[src/cpp_pkg.sv]
// shared types, widths and constants for the cascaded pitch controller
package cpp_pkg;

    // fixed-point format of the signals
    localparam int FRAC_BITS_DEF = 12;

    // port widths
    localparam int GAIN_W    = 20;
    localparam int DATA_W    = 24;
    localparam int OUT_W     = 16;
    localparam int CFG_IDX_W = 3;

    // datapath widths
    localparam int MUL_A_W = 26;
    localparam int MUL_P_W = MUL_A_W + GAIN_W + 1;
    localparam int ACC_W   = 49;
    localparam int TGT_W   = 23;

    // configuration register indexes
    localparam logic [CFG_IDX_W-1:0] REG_OUTER_KP = 3'd0;
    localparam logic [CFG_IDX_W-1:0] REG_OUTER_KI = 3'd1;
    localparam logic [CFG_IDX_W-1:0] REG_OUTER_KD = 3'd2;
    localparam logic [CFG_IDX_W-1:0] REG_INNER_KP = 3'd3;
    localparam logic [CFG_IDX_W-1:0] REG_INNER_KI = 3'd4;

    // gain values after reset
    localparam logic [GAIN_W-1:0] RST_OUTER_KP = 20'd10240;
    localparam logic [GAIN_W-1:0] RST_OUTER_KI = 20'd0;
    localparam logic [GAIN_W-1:0] RST_OUTER_KD = 20'd128000;
    localparam logic [GAIN_W-1:0] RST_INNER_KP = 20'd768000;
    localparam logic [GAIN_W-1:0] RST_INNER_KI = 20'd128000;

    // output voltage limit
    localparam longint VOLT_LIM = 64'sd26000;

    // gains of the outer and inner loops
    typedef struct packed {
        logic [GAIN_W-1:0] outer_kp;
        logic [GAIN_W-1:0] outer_ki;
        logic [GAIN_W-1:0] outer_kd;
        logic [GAIN_W-1:0] inner_kp;
        logic [GAIN_W-1:0] inner_ki;
    } t_gains;

endpackage

[src/cpp_cfg.sv]
// gain register file written through the configuration channel
module cpp_cfg (
    input  logic                              i_clk,
    input  logic                              i_rst_n,
    input  logic                              i_cfg_valid,
    output logic                              o_cfg_ready,
    input  logic [cpp_pkg::CFG_IDX_W-1:0]     i_cfg_index,
    input  logic [cpp_pkg::GAIN_W-1:0]        i_cfg_data,
    output cpp_pkg::t_gains                   o_gains
);

    cpp_pkg::t_gains r_gains;

    // writes are taken at any time
    assign o_cfg_ready = 1'b1;
    assign o_gains     = r_gains;

    // register write, unknown indexes dropped
    always_ff @(posedge i_clk) begin
        if (!i_rst_n) begin
            r_gains.outer_kp <= cpp_pkg::RST_OUTER_KP;
            r_gains.outer_ki <= cpp_pkg::RST_OUTER_KI;
            r_gains.outer_kd <= cpp_pkg::RST_OUTER_KD;
            r_gains.inner_kp <= cpp_pkg::RST_INNER_KP;
            r_gains.inner_ki <= cpp_pkg::RST_INNER_KI;
        end else if (i_cfg_valid) begin
            unique case (i_cfg_index)
                cpp_pkg::REG_OUTER_KP: r_gains.outer_kp <= i_cfg_data;
                cpp_pkg::REG_OUTER_KI: r_gains.outer_ki <= i_cfg_data;
                cpp_pkg::REG_OUTER_KD: r_gains.outer_kd <= i_cfg_data;
                cpp_pkg::REG_INNER_KP: r_gains.inner_kp <= i_cfg_data;
                cpp_pkg::REG_INNER_KI: r_gains.inner_ki <= i_cfg_data;
                default: ;
            endcase
        end
    end

endmodule

[src/cpp_mul.sv]
// shared signed-by-unsigned multiplier with registered product
module cpp_mul (
    input  logic                                  i_clk,
    input  logic signed [cpp_pkg::MUL_A_W-1:0]    i_a,
    input  logic        [cpp_pkg::GAIN_W-1:0]     i_b,
    output logic signed [cpp_pkg::MUL_P_W-1:0]    o_p
);

    logic signed [cpp_pkg::GAIN_W:0]  b_ext;
    logic signed [cpp_pkg::MUL_P_W-1:0] r_p;

    // gain is unsigned, widen with a zero sign bit
    assign b_ext = $signed({1'b0, i_b});

    // product register
    always_ff @(posedge i_clk) begin
        r_p <= i_a * b_ext;
    end

    assign o_p = r_p;

endmodule

[src/cascaded_pid_pi_pitch_controller.sv]
// top level: sequencer and datapath of the cascaded pitch controller
//
// Each transfer on the input channel carries an angle error and a measured pitch rate and
// yields one drive voltage. An outer PID turns the angle error into a speed target and an
// inner PI, with tripled positive speed error for gravity compensation, turns that into a
// voltage saturated at +-26000 and truncated toward zero. A single registered multiplier is
// walked through the five gain products by a small sequencer; o_ready is high only between
// items. The finished voltage sits in an output register, so a new item can be taken while
// it waits. Gains are to be written through the configuration channel only while the block
// is idle; the block itself does not enforce this.
module cascaded_pid_pi_pitch_controller #(
    parameter int FRAC_BITS = cpp_pkg::FRAC_BITS_DEF
) (
    input  logic                                 i_clk,
    input  logic                                 i_rst_n,
    input  logic                                 i_valid,
    output logic                                 o_ready,
    input  logic signed [cpp_pkg::DATA_W-1:0]    i_angle_error,
    input  logic signed [cpp_pkg::DATA_W-1:0]    i_measured_speed,
    output logic                                 o_valid,
    input  logic                                 i_ready,
    output logic signed [cpp_pkg::OUT_W-1:0]     o_drive_voltage,
    input  logic                                 i_cfg_valid,
    output logic                                 o_cfg_ready,
    input  logic [cpp_pkg::CFG_IDX_W-1:0]        i_cfg_index,
    input  logic [cpp_pkg::GAIN_W-1:0]           i_cfg_data
);

    localparam int AW        = cpp_pkg::ACC_W;
    localparam int DW        = cpp_pkg::DATA_W;
    localparam int MW        = cpp_pkg::MUL_A_W;
    localparam int TW        = cpp_pkg::TGT_W;
    localparam int OW        = cpp_pkg::OUT_W;
    localparam int INT_W     = FRAC_BITS;
    localparam int OUT_SHIFT = FRAC_BITS + 8;

    // fixed-point limits
    localparam logic signed [AW-1:0] ANG_LIM = AW'(64'sd1 <<< (FRAC_BITS - 2));
    localparam logic signed [AW-1:0] SPD_LIM =
        AW'(((64'sd314 <<< FRAC_BITS) + 64'sd500) / 64'sd1000);
    localparam logic signed [AW-1:0] VMAX =
        AW'(((64'sd31415927 <<< FRAC_BITS) + 64'sd500000) / 64'sd1000000);
    localparam logic signed [AW-1:0] OUT_LIM = AW'(cpp_pkg::VOLT_LIM <<< OUT_SHIFT);
    localparam logic signed [AW-1:0] RND_ADD = AW'((64'sd1 <<< OUT_SHIFT) - 64'sd1);
    localparam logic signed [OW-1:0] V_LIM   = OW'(cpp_pkg::VOLT_LIM);

    // sequencer states
    localparam logic [3:0] S_IDLE = 4'd0;
    localparam logic [3:0] S_AINT = 4'd1;
    localparam logic [3:0] S_M0   = 4'd2;
    localparam logic [3:0] S_M1   = 4'd3;
    localparam logic [3:0] S_M2   = 4'd4;
    localparam logic [3:0] S_M3   = 4'd5;
    localparam logic [3:0] S_TGT  = 4'd6;
    localparam logic [3:0] S_V    = 4'd7;
    localparam logic [3:0] S_TRI  = 4'd8;
    localparam logic [3:0] S_SINT = 4'd9;
    localparam logic [3:0] S_M4   = 4'd10;
    localparam logic [3:0] S_M5   = 4'd11;
    localparam logic [3:0] S_M6   = 4'd12;
    localparam logic [3:0] S_CLMP = 4'd13;
    localparam logic [3:0] S_OUT  = 4'd14;

    function automatic logic signed [AW-1:0] sat(input logic signed [AW-1:0] x,
                                                 input logic signed [AW-1:0] lim);
        logic signed [AW-1:0] r;
        r = x;
        if (x > lim) r = lim;
        else if (x < -lim) r = -lim;
        return r;
    endfunction

    logic [3:0]               r_state, n_state;
    logic signed [DW-1:0]     r_e, r_meas, r_prev;
    logic signed [DW:0]       r_d;
    logic signed [INT_W-1:0]  r_ai, r_si;
    logic signed [TW-1:0]     r_tgt;
    logic signed [MW-1:0]     r_v;
    logic signed [AW-1:0]     r_acc;
    logic                     r_out_valid;
    logic signed [OW-1:0]     r_vout;

    cpp_pkg::t_gains          gains;
    logic signed [MW-1:0]     mul_a;
    logic [cpp_pkg::GAIN_W-1:0] mul_b;
    logic signed [cpp_pkg::MUL_P_W-1:0] mul_p;
    logic signed [AW-1:0]     acc_sh;
    logic signed [AW-1:0]     acc_rnd;
    logic                     out_free;

    cpp_cfg u_cfg (
        .i_clk       (i_clk),
        .i_rst_n     (i_rst_n),
        .i_cfg_valid (i_cfg_valid),
        .o_cfg_ready (o_cfg_ready),
        .i_cfg_index (i_cfg_index),
        .i_cfg_data  (i_cfg_data),
        .o_gains     (gains)
    );

    cpp_mul u_mul (
        .i_clk (i_clk),
        .i_a   (mul_a),
        .i_b   (mul_b),
        .o_p   (mul_p)
    );

    assign o_ready         = (r_state == S_IDLE);
    assign o_valid         = r_out_valid;
    assign o_drive_voltage = r_vout;
    assign out_free        = !r_out_valid || i_ready;

    // multiplier operand select
    always_comb begin
        mul_a = '0;
        mul_b = '0;
        unique case (r_state)
            S_M0: begin
                mul_a = MW'(r_e);
                mul_b = gains.outer_kp;
            end
            S_M1: begin
                mul_a = MW'(r_ai);
                mul_b = gains.outer_ki;
            end
            S_M2: begin
                mul_a = MW'(r_d);
                mul_b = gains.outer_kd;
            end
            S_M4: begin
                mul_a = r_v;
                mul_b = gains.inner_kp;
            end
            S_M5: begin
                mul_a = MW'(r_si);
                mul_b = gains.inner_ki;
            end
            default: ;
        endcase
    end

    // next state
    always_comb begin
        n_state = r_state;
        unique case (r_state)
            S_IDLE: if (i_valid) n_state = S_AINT;
            S_AINT: n_state = S_M0;
            S_M0:   n_state = S_M1;
            S_M1:   n_state = S_M2;
            S_M2:   n_state = S_M3;
            S_M3:   n_state = S_TGT;
            S_TGT:  n_state = S_V;
            S_V:    n_state = S_TRI;
            S_TRI:  n_state = S_SINT;
            S_SINT: n_state = S_M4;
            S_M4:   n_state = S_M5;
            S_M5:   n_state = S_M6;
            S_M6:   n_state = S_CLMP;
            S_CLMP: n_state = S_OUT;
            S_OUT:  if (out_free) n_state = S_IDLE;
            default: n_state = S_IDLE;
        endcase
    end

    // floor to Q.F and rounding toward zero for the voltage
    assign acc_sh  = r_acc >>> 8;
    assign acc_rnd = r_acc + (r_acc < 0 ? RND_ADD : '0);

    // controller state and output handshake
    always_ff @(posedge i_clk) begin
        if (!i_rst_n) begin
            r_state     <= S_IDLE;
            r_out_valid <= 1'b0;
            r_prev      <= '0;
            r_ai        <= '0;
            r_si        <= '0;
        end else begin
            r_state <= n_state;
            if (r_state == S_OUT && out_free) r_out_valid <= 1'b1;
            else if (i_ready) r_out_valid <= 1'b0;
            if (r_state == S_AINT) begin
                r_ai   <= INT_W'(sat(AW'(r_ai) + AW'(r_e), ANG_LIM));
                r_prev <= r_e;
            end
            if (r_state == S_SINT) r_si <= INT_W'(sat(AW'(r_si) + AW'(r_v), SPD_LIM));
        end
    end

    // datapath registers
    always_ff @(posedge i_clk) begin
        unique case (r_state)
            S_IDLE: begin
                r_e    <= i_angle_error;
                r_meas <= i_measured_speed;
            end
            S_AINT: r_d   <= (DW+1)'(r_e) - (DW+1)'(r_prev);
            S_M1:   r_acc <= AW'(mul_p);
            S_M2:   r_acc <= r_acc + AW'(mul_p);
            S_M3:   r_acc <= r_acc + AW'(mul_p);
            S_TGT:  r_tgt <= TW'(sat(acc_sh, VMAX));
            S_V:    r_v   <= MW'(AW'(r_tgt) - AW'(r_meas));
            S_TRI:  if (r_v > 0) r_v <= r_v + (r_v <<< 1);
            S_M5:   r_acc <= AW'(mul_p);
            S_M6:   r_acc <= r_acc + AW'(mul_p);
            S_CLMP: r_acc <= sat(r_acc, OUT_LIM);
            S_OUT:  if (out_free) r_vout <= OW'(acc_rnd >>> OUT_SHIFT);
            default: ;
        endcase
    end

    // no second item is taken right behind an accepted one
    a_busy_after_accept: assert property (@(posedge i_clk) disable iff (!i_rst_n)
        (i_valid && o_ready) |=> !o_ready)
        else $error("input taken while an item is in flight");

    // voltage stays inside the saturation range
    a_volt_range: assert property (@(posedge i_clk) disable iff (!i_rst_n)
        o_valid |-> (o_drive_voltage <= V_LIM && o_drive_voltage >= -V_LIM))
        else $error("drive voltage outside limit");

    // integrators stay clamped
    a_ang_int: assert property (@(posedge i_clk) disable iff (!i_rst_n)
        (AW'(r_ai) <= ANG_LIM && AW'(r_ai) >= -ANG_LIM))
        else $error("angle integral outside limit");

    a_spd_int: assert property (@(posedge i_clk) disable iff (!i_rst_n)
        (AW'(r_si) <= SPD_LIM && AW'(r_si) >= -SPD_LIM))
        else $error("speed integral outside limit");

endmodule
[config.mk]
export PLATFORM = sky130hd
export DESIGN_NAME = cascaded_pid_pi_pitch_controller
export DESIGN_NICKNAME = d
export VERILOG_FILES = /design/src/cpp_pkg.sv /design/src/cpp_cfg.sv /design/src/cpp_mul.sv /design/src/cascaded_pid_pi_pitch_controller.sv
export SDC_FILE = /design/constraint.sdc
export NUM_CORES = 2
export LEC_CHECK = 0
export ABC_AREA = 1
export BUFFER_PORTS_ARGS = -buffer_cell sky130_fd_sc_hd__buf_2
export CORE_ASPECT_RATIO = 0.6
export CORE_UTILIZATION = 69
export DETAILED_ROUTE_END_ITERATION = 8
export HOLD_SLACK_MARGIN = 0.02
export PLACE_DENSITY = 0.87
export SLEW_MARGIN = 0
export SYNTH_ARGS = -nofsm -noshare
export SYNTH_HDL_FRONTEND = slang
export SYNTH_SLANG_ARGS = --single-unit
[constraint.sdc]
create_clock -name i_clk -period 19.2 [get_ports i_clk]
set_input_delay 0.96 -clock i_clk [delete_from_list [all_inputs] [get_ports i_clk]]
set_output_delay 0.96 -clock i_clk [all_outputs]
set_load 0.02 [all_outputs]
==> run metrics <==
Stages on worst setup path=27; Initial Utilization=69.9%; gr usage total=44.3%; GPL Wtd Cong=around 1.1; simple-gate share of the synthesized area=a little over 20%; number of detailed-route iterations in the first pass=9; CP Launch Type=flop; Die H=200 µm; initial antenna violation count=3; post-DR wirelength/cell=21.5 µm; Max Freq=102 MHz; n_diodes=0; max_slew headroom=between 20% and 30%; status=finished clean; # hold bufs at CTS=0; cell family with most CP delay=adder cells; ys async rst share=0%; Post-synth top flop=dfxtp_1; XOR/XNOR Fraction of Synth Area=2.41%; min-delay src=u_cfg.o_gains[40]$_SDFFE_PN0P_; Clk Latency, worst-skew pair=610 ps; fraction of layout cells with a size suffix above 1=between 4 and 5%; Post-Synth Adder-Cell Area=approximately a third; largest net degree at the start of global routing=126; first-pass GRT wire length=~230000 µm; WL final=146000 µm; Die W=332 µm; CP required=19640 ps; DIE AREA=0.0664 mm²; worst path bufs/invs=8; max_cap viols=0; area grow syn2layout=5.80%; Hold Violations, Final=0; post-CTS sizing=0; Critical Path Sink Type=flop; DR vias=41.5k; Hold Path Cell Cnt=2; register area share after synthesis=21.3%; post-synthesis compound-gate area fraction=between 10% and 20%; Setup violations, final=0; CP max FO=23; placed instance area=~0.046 mm²; Crit-path slowest cell=fa_1; dpl hpwl=115000 µm; I/O pins=95; mapped cell area=0.0451 mm²; leakage=roughly 24 nW; RR Endpoint=u_mul.o_p[46]$_DFF_P_; nets=~6.9k; CTS tree=yes; Synth Area per Inst=7.64 µm²; Critical Path AT=10200 ps; r2r worst-path depth=27; Worst Max-Slew Pin Slew=1180 ps; Mapped Nets=6838; CTS Buf Count=40; sequential cell area=slightly below 0.01 mm²; total global routing overflow=0; Worst Slack Setup Final=9440 ps; Root Driver=clkbuf_16; Final Cell Area=around 0.048 mm²; power density over the cells=roughly 55 mW/mm²; Synth Warn #=0; layout filler cell count=5031; main combinational cell family by area after synthesis=adder cells; EDFF count, synth=~190; Setup Fix Bufs, Post-CTS=0; H-tree depth=2; Via density=between 6 and 7; Worst Hold Path EP=u_cfg.o_gains[40]$_SDFFE_PN0P_; Multi-input gate area=0.0305 mm²; Clock Pin Slew Worst Setup and Hold Paths=70 ps; Synth cell types=61; worst clock skew=roughly 36 ps; Post-Place Setup Slack=9700 ps; vias in the first global route=40.4k; Final ANT Viol Nets=0; drc violations=0; CTS Sinks=between 300 and 400; gate count of the mapped netlist=5904; post-route setup TNS=0 ps; Longest Clk Path Bufs=3; post-synthesis mux area share=0%; largest stage delay on the critical path=1000 ps; #FFs+latches synth=~390; reg-to-reg critical path startpoint=r_state[1]$_SDFFE_PN0P_; Final Cycle Share=50.8%; worst hold path type=reg2reg; number of port buffers=93; RSZ-0062 raised after global routing=no; Placed Cells incl. Taps=around 6.7k; FP Rows=72; FF-to-FF setup slack=9440 ps; Core Area=~0.065 mm²; fin. max-slew vios=0; Max VDD drop=0.0917 mV; Final min period=~9800 ps; WS Path Type=reg2reg; most frequent CP cell=fa_1; initial drt markers=5796; non-filler cells, final=6804
placed cells by master (no fill, tap or decap), types with 24 or more instances in the layout:
cell type     n
nand4_1      75
o21ai_0     346
fa_1        533
buf_4        47
a221oi_1     32
dfxtp_1     200
xnor2_1      47
edfxtp_1    187
buf_2        93
a31oi_1      30
inv_1      1145
xor2_1       77
clkbuf_16    44
o22ai_1      24
nand2_1    1189
nor2_1      652
ha_1        325
nor3_1       52
nand3_1     183
a21oi_1     416
worst min-delay path, cell delays in order (launching register included):
cell and delay (ps):
dfxtp_1 300, inv_1 60, a21oi_1 60
Yosys cell counts, drive strengths merged (16+ instances only):
cell type / count / area [µm²]
o22ai: 24 / 150
clkbuf: 93 / 349
nand3: 184 / 926
a21boi: 16 / 128
a31oi: 31 / 194
inv: 1160 / 4350
nor4: 29 / 299
nor3: 59 / 320
o21bai: 16 / 120
a21oi: 417 / 2090
buf: 69 / 357
and2: 17 / 106
nand4: 75 / 469
xor2: 77 / 674
nand2: 1190 / 4470
fa: 533 / 10700
xnor2: 47 / 412
nor2: 660 / 2480
ha: 325 / 4070
o21a: 17 / 128
o21ai: 363 / 1820
a221oi: 32 / 280
edfxtp: 187 / 5620
dfxtp: 200 / 4000
worst max path at each step:
stage	startpoint	endpoint	slack (ps)
floorplan	r_state[1]$_SDFFE_PN0P_	u_mul.o_p[46]$_DFF_P_	11810
global placement	r_state[1]$_SDFFE_PN0P_	u_mul.o_p[42]$_DFF_P_	10060
detailed placement	r_state[1]$_SDFFE_PN0P_	u_mul.o_p[46]$_DFF_P_	9700
CTS	r_state[1]$_SDFFE_PN0P_	u_mul.o_p[46]$_DFF_P_	9630
global route	r_state[1]$_SDFFE_PN0P_	u_mul.o_p[46]$_DFF_P_	9050
finish	r_state[1]$_SDFFE_PN0P_	u_mul.o_p[46]$_DFF_P_	9440
area by class of cell:
cell class / count / share of cell area, %
Multi-Input combinational cell: 4188 / 63.9
Inverter: 1167 / 9.18
Clock buffer: 53 / 2.46
Clock inverter: 18 / 0.393
Sequential cell: 387 / 20.2
Tap cell: 851 / 2.23
Timing Repair Buffer: 140 / 1.71
power breakdown:
group	total, mW	internal (mW)	switching, mW
clock	0.827	0.453	0.375
combinational	0.804	0.246	0.558
sequential	1.01	0.949	0.0561
stage by stage:
step / total power, mW / hold slack, ps / util, %
floorplan: 1.53 / 429 / -
global placement: 1.76 / 438 / 71.9
detailed placement: 1.78 / 447 / 71.9
CTS: 2.60 / 457 / 74.0
global route: 2.75 / 477 / 74.0
finish: 2.64 / 458 / 74.0
registers in the layout, indices dropped and copies added (netlist names):
register / count
u_cfg.o_gains: 100
r_acc: 49
u_mul.o_p: 47
r_v: 26
r_d: 25
r_e: 24
r_meas: 24
r_prev: 24
r_tgt: 23
o_drive_voltage: 16
r_ai: 12
r_si: 12
r_state: 4
o_valid: 1
logic make-up (layout without fill, tap and decap cells):
| group | Yosys count | count (layout) |
|---|---|---|
| simple gates | 2234 | 2234 |
| buf+inv | 1329 | 1378 |
| compound gates | 971 | 971 |
| fa+ha+maj | 858 | 858 |
| flops | 387 | 387 |
| xor+xnor | 124 | 124 |
| other cells | 1 | 1 |
per-layer routing:
| layer | global-route usage [%] | wire length [µm] | share of wire [%] |
|---|---|---|---|
| met3 | 19.8 | 25500 | 17 |
| met4 | 13.9 | 4860 | 3.3 |
| met1 | 62.2 | 59400 | 41 |
| met2 | 60.9 | 56100 | 38 |
| met5 | 1.84 | 267 | 0.18 |
Power figures use the tool's default switching activity.
